## src/ptm_pkg.sv

```systemverilog
package ptm_pkg;

    // datapath widths
    localparam int XW           = 40;
    localparam int ZW           = 34;
    localparam int ATAN_ENTRIES = 24;
    localparam int EXP_BITS     = 16;
    localparam int SECH_BITS    = 32;
    localparam int QUOT_BITS    = 18;
    localparam int QUOT_STAGES  = 3;

    // exp(-1/4096) in q31
    localparam logic [31:0] EXP_T0 = 32'd2146959424;

    // angle constants in q30 radians
    localparam logic signed [ZW-1:0] HALF_PI_Q30 = 34'sd1686629713;
    localparam logic signed [ZW-1:0] PI_Q30      = 34'sd3373259426;

    // atan(2^-i) in q30
    localparam logic [31:0] ATAN_Q30 [ATAN_ENTRIES] = '{
        32'h3243F6A8, 32'h1DAC6705, 32'h0FADBAFC, 32'h07F56EA6, 32'h03FEAB76, 32'h01FFD55B,
        32'h00FFFAAA, 32'h007FFF55, 32'h003FFFEA, 32'h001FFFFD, 32'h000FFFFF, 32'h0007FFFF,
        32'h0003FFFF, 32'h0001FFFF, 32'h0000FFFF, 32'h00007FFF, 32'h00003FFF, 32'h00001FFF,
        32'h00000FFF, 32'h000007FF, 32'h000003FF, 32'h000001FF, 32'h000000FF, 32'h0000007F
    };

    // exp(-2^j/4096) in q31, by repeated rounded squaring
    function automatic logic [31:0] exp_step(input int j);
        logic [63:0] t;
        t = 64'(EXP_T0);
        for (int k = 0; k < j; k++) begin
            t = (t * t + 64'd1073741824) >> 31;
        end
        return t[31:0];
    endfunction

    // combined gain of rotation and vectoring in q30
    function automatic logic [31:0] gain_q30(input int n);
        logic [63:0] p;
        p = 64'd1073741824;
        for (int i = 0; i < n; i++) begin
            p = p + (p >> (2 * i));
        end
        return p[31:0];
    endfunction

endpackage

```

## src/ptm_cordic_cell.sv

```systemverilog
module ptm_cordic_cell import ptm_pkg::*; #(
    parameter int STAGE  = 0,
    parameter bit VECTOR = 1'b0
) (
    input  logic                 i_clk,
    input  logic                 i_en,
    input  logic signed [XW-1:0] i_x,
    input  logic signed [XW-1:0] i_y,
    input  logic signed [ZW-1:0] i_z,
    output logic signed [XW-1:0] o_x,
    output logic signed [XW-1:0] o_y,
    output logic signed [ZW-1:0] o_z
);
    logic signed [XW-1:0] w_dx;
    logic signed [XW-1:0] w_dy;
    logic signed [ZW-1:0] w_atan;
    logic                 w_up;
    logic signed [XW-1:0] r_x;
    logic signed [XW-1:0] r_y;
    logic signed [ZW-1:0] r_z;

    assign w_dx   = i_y >>> STAGE;
    assign w_dy   = i_x >>> STAGE;
    assign w_atan = ZW'(ATAN_Q30[STAGE]);

    // rotation steers by angle sign, vectoring drives y to zero
    assign w_up = VECTOR ? i_y[XW-1] : !i_z[ZW-1];

    always_ff @(posedge i_clk) begin
        if (i_en) begin
            if (w_up) begin
                r_x <= i_x - w_dx;
                r_y <= i_y + w_dy;
                r_z <= i_z - w_atan;
            end else begin
                r_x <= i_x + w_dx;
                r_y <= i_y - w_dy;
                r_z <= i_z + w_atan;
            end
        end
    end

    assign o_x = r_x;
    assign o_y = r_y;
    assign o_z = r_z;
endmodule

```

## config.mk

```make
export PLATFORM = sky130hd
export DESIGN_NAME = ptm_cordic_cell
export DESIGN_NICKNAME = d
export VERILOG_FILES = /design/src/ptm_pkg.sv /design/src/ptm_cordic_cell.sv
export SDC_FILE = /design/constraint.sdc
export NUM_CORES = 1
export LEC_CHECK = 0
export ABC_CLOCK_PERIOD_IN_PS = 4000
export BUFFER_PORTS_ARGS = -buffer_cell sky130_fd_sc_hd__buf_2
export CAP_MARGIN = 30
export CORE_MARGIN = 2
export CORE_UTILIZATION = 50
export CTS_CLUSTER_DIAMETER = 30
export CTS_CLUSTER_SIZE = 10
export DETAILED_ROUTE_END_ITERATION = 8
export HOLD_SLACK_MARGIN = 0.08
export PLACE_DENSITY = 0.83
export SLEW_MARGIN = 15
export SYNTH_ARGS = -nofsm -noshare
export SYNTH_HDL_FRONTEND = slang
export SYNTH_SLANG_ARGS = --single-unit
```

## constraint.sdc

```tcl
create_clock -name i_clk -period 4 [get_ports i_clk]
set_clock_uncertainty 0.15 [all_clocks]
set_input_delay 0.2 -clock i_clk [delete_from_list [all_inputs] [get_ports i_clk]]
set_output_delay 0.2 -clock i_clk [all_outputs]
set_load 0.1 [all_outputs]
```

==> impl_metrics.csv <==
group,metric,value,unit
status,outcome,"complete, no violations",
clock_network,clkSinkCount,113,
critical_path,cp_slowest_cell,"dlygate4sd3_1",
critical_path,endpoint_kind,"flop",
critical_path,crit_fanout,5,
global_route,grtUsageTotal,29.8,%
floorplanning,die_h,157,µm
layout,stdcell_area,14100,µm²
critical_path,cp_common_cell,"a21oi_1",
timing,final.min_clock_period,3.72,ns
clock_network,tritoncts,"done",
synth,ys_top_cells_by_area,"edfxtp_1, ha_1, a21oi_1, xnor2_1, o21ai_0",
route,drc_errors,0,
floorplanning,initial_core_util,50.6,%
synth,synthFlopType,"edfxtp_1",
layout,final_common_cell,"buf_2",
synth,synth_area,11800,µm²
global_route,grt_max_degree,97,
floorplanning,dieArea,24800,µm²
layout,syn2layout_area_growth,19.4,%
clock_network,cts_resized,0,
place,dp_hpwl,29000,µm
layout,nets,1873,
timing,max_slew_margin,55.3,%
clock_network,path_clk_slew,0.06,ns
timing,worst_pin_slew,0.665,ns
global_route,grt_pass1_vias,11156,
timing,hold_viol_final,0,
synth,synth_edf_count,113,
critical_path,crit_arrival,3.73,ns
critical_path,setup.worst_path.start_class,"input port",
synth,async_flop_share,0,%
floorplanning,num_rows,56,
synth,ys_seq_area_share,28.8,%
power,p_leak,6.36,nW
global_route,antenna_found_initial,2,
place,gp_congestion,0.989,
hold_path,worstHoldEndpoint,"o_x[0]",
timing,rsz0062_at_grt,"false",
clock_network,root_buffer,"clkbuf_16",
synth,ys_ff_latch,113,
clock_network,cts_buffers,17,
route,num_vias,11769,
critical_path,criticalPathCategory,"input port to flop",
route,wirelength,37600,µm
power,ir_worst_vdd,356,µV
synth,synth_top_cell_by_area,"edfxtp_1",
place,numPortBuffers,229,
timing,max_freq,269,MHz
global_route,grt_remaining_overflow,0,
route,via_per_inst,6.06,
route,wl_per_cell,19.4,µm
critical_path,cpPeakStageDelay,0.54,ns
clock_network,hold_buffers,7,
synth,synth_cells,1381,
timing,setup_viol,0,
route,firstDrtPassIters,7,
layout,final_cell_mix,"buf_2, a21oi_1, ha_1",
floorplanning,core,23300,µm²
clock_network,htree_levels,4,
floorplanning,die_w,157,µm
route,ant_nets,0,
power,power,0.00652,W
timing,drv_slew,0,
run,maxCapViolations,0,
timing,tns,0,ns
synth,synth-warning-count,0,
place,placed_cell_area,13300,µm²
layout,drive_above_1_share,19.0,%
timing,timing.final.crit_share,93.0,%
critical_path,crit_path_cell_trace,"dlygate4sd3_1, buf_2, ha_1, fa_1, nand2b_1, a21oi_1, o21bai_1, a21oi_1, or2_2, a211oi_1, buf_4, o21ai_0, o31ai_1, mux2i_1, xnor2_1",
clock_network,cts_setup_buffers,0,
hold_path,hold_start,"i_x[0]",
hold_path,hold_path.class,"input port to flop",
power,p_per_area,464,nW/µm²
synth,synth_area_per_cell,8.53,µm²
synth,synth_nets,1647,
clock_network,clk_path_buf_depth,2,
floorplanning,ios,230,
synth,yosysUniqueCellTypes,70,
hold_path,hold_depth,4,
synth,yosysTopAreaCellShare,28.8,%
global_route,grt_pass1_wl,58000,µm
route,first_iter_violations,1250,
critical_path,cp.required,4.01,ns
-- power by group --
| group | leakage, nW | total, W | internal (W) | switching [W] |
|---|---|---|---|---|
| clock | 0.302 | 0.00168 | 0.00105 | 0.000635 |
| sequential | 1.11 | 0.00163 | 0.00157 | 0.0000520 |
| combinational | 4.95 | 0.00321 | 0.000731 | 0.00247 |
| total | 6.36 | 0.00652 | 0.00335 | 0.00316 |
-- worst max path at each step --
stage,startpoint,end,slack [ns]
final,i_y[0],o_x[28],0.28
after global routing,i_z[3],o_z[31],0.03
after CTS,i_z[3],o_z[31],0.37
after detailed placement,i_x[9],o_x[33],0.26
after global placement,i_x[9],o_x[35],0.40
after floorplan,i_z[33],o_z[31],0.12
-- through the flow --
step | hold WS (ns) | worst slack, ns | util (%) | cells
after floorplan | 0.149 | 0.121 | - | 1381
after global placement | 0.226 | 0.404 | 57.2 | 1899
after detailed placement | 0.229 | 0.260 | 57.2 | 1899
after CTS | 0.0915 | 0.371 | 60.3 | 1938
after global routing | 0.120 | 0.0278 | 60.4 | 1941
final | 0.102 | 0.282 | 60.4 | 1941
-- worst max-delay path, delay by kind of cell --
family | cells | cell delay, ns
AO/OA/AOI/OAI | 6 | 1.21
buffers and inverters | 3 | 0.87
AND/OR/NAND/NOR | 2 | 0.47
multiplexers | 1 | 0.16
adder cells (fa/ha/maj) | 2 | 0.65
XOR/XNOR | 1 | 0.17
-- sequential cells by signal, summed over array words and instances (netlist names) --
signal / flops
o_y: 39
o_x: 40
o_z: 34
-- cells by family (layout without fill, tap and decap cells) --
kind of cell	count (synthesis)	after routing	share of synthesized area, %
other	0	2	0
AOI/OAI and AO/OA	509	509	27.3
xor gates and xnor gates	102	102	7.59
buffers and inverters	180	419	5.79
DFF	113	113	28.8
muxes	24	24	2.05
and+or+nand+nor	303	303	12.3
adders and majority gates	150	150	16.2
-- synthesized netlist by cell type (all sizes together) (4+ instances only) --
library cell / n
xor2: 21
o21bai: 41
o21a: 9
nor4: 13
a21oi: 184
o311ai: 5
nor2b: 13
and3: 10
buf: 13
or2: 8
nand4: 22
o31ai: 17
a31oi: 18
o22ai: 4
fa: 4
nand2: 69
nand3: 15
a221oi: 7
a21boi: 6
ha: 146
nor3: 25
o211ai: 18
a21o: 45
or3: 7
edfxtp: 113
a311oi: 5
nand2b: 15
a211o: 5
o21ai: 104
xnor2: 81
inv: 121
nor2: 96
mux2i: 23
o221ai: 4
a211oi: 16
clkbuf: 43
-- area by class of cell --
cell class / count / area (µm²)
Fill cell: 2076 / 9210
Multi-Input combinational cell: 1088 / 7700
Sequential cell: 113 / 3390
Timing Repair Buffer: 263 / 1460
Inverter: 124 / 465
Clock buffer: 17 / 425
Tap cell: 319 / 399
Clock inverter: 15 / 209
Antenna cell: 2 / 5.00
-- metal layers --
metal  global-route usage [%]  part of all wire (%)
met1                     38.6                    41
met2                     49.3                    46
met3                     4.68                   9.3
met4                     13.2                   3.9
met5                        0                     0
No activity file was read; power rests on OpenSTA's default activity.
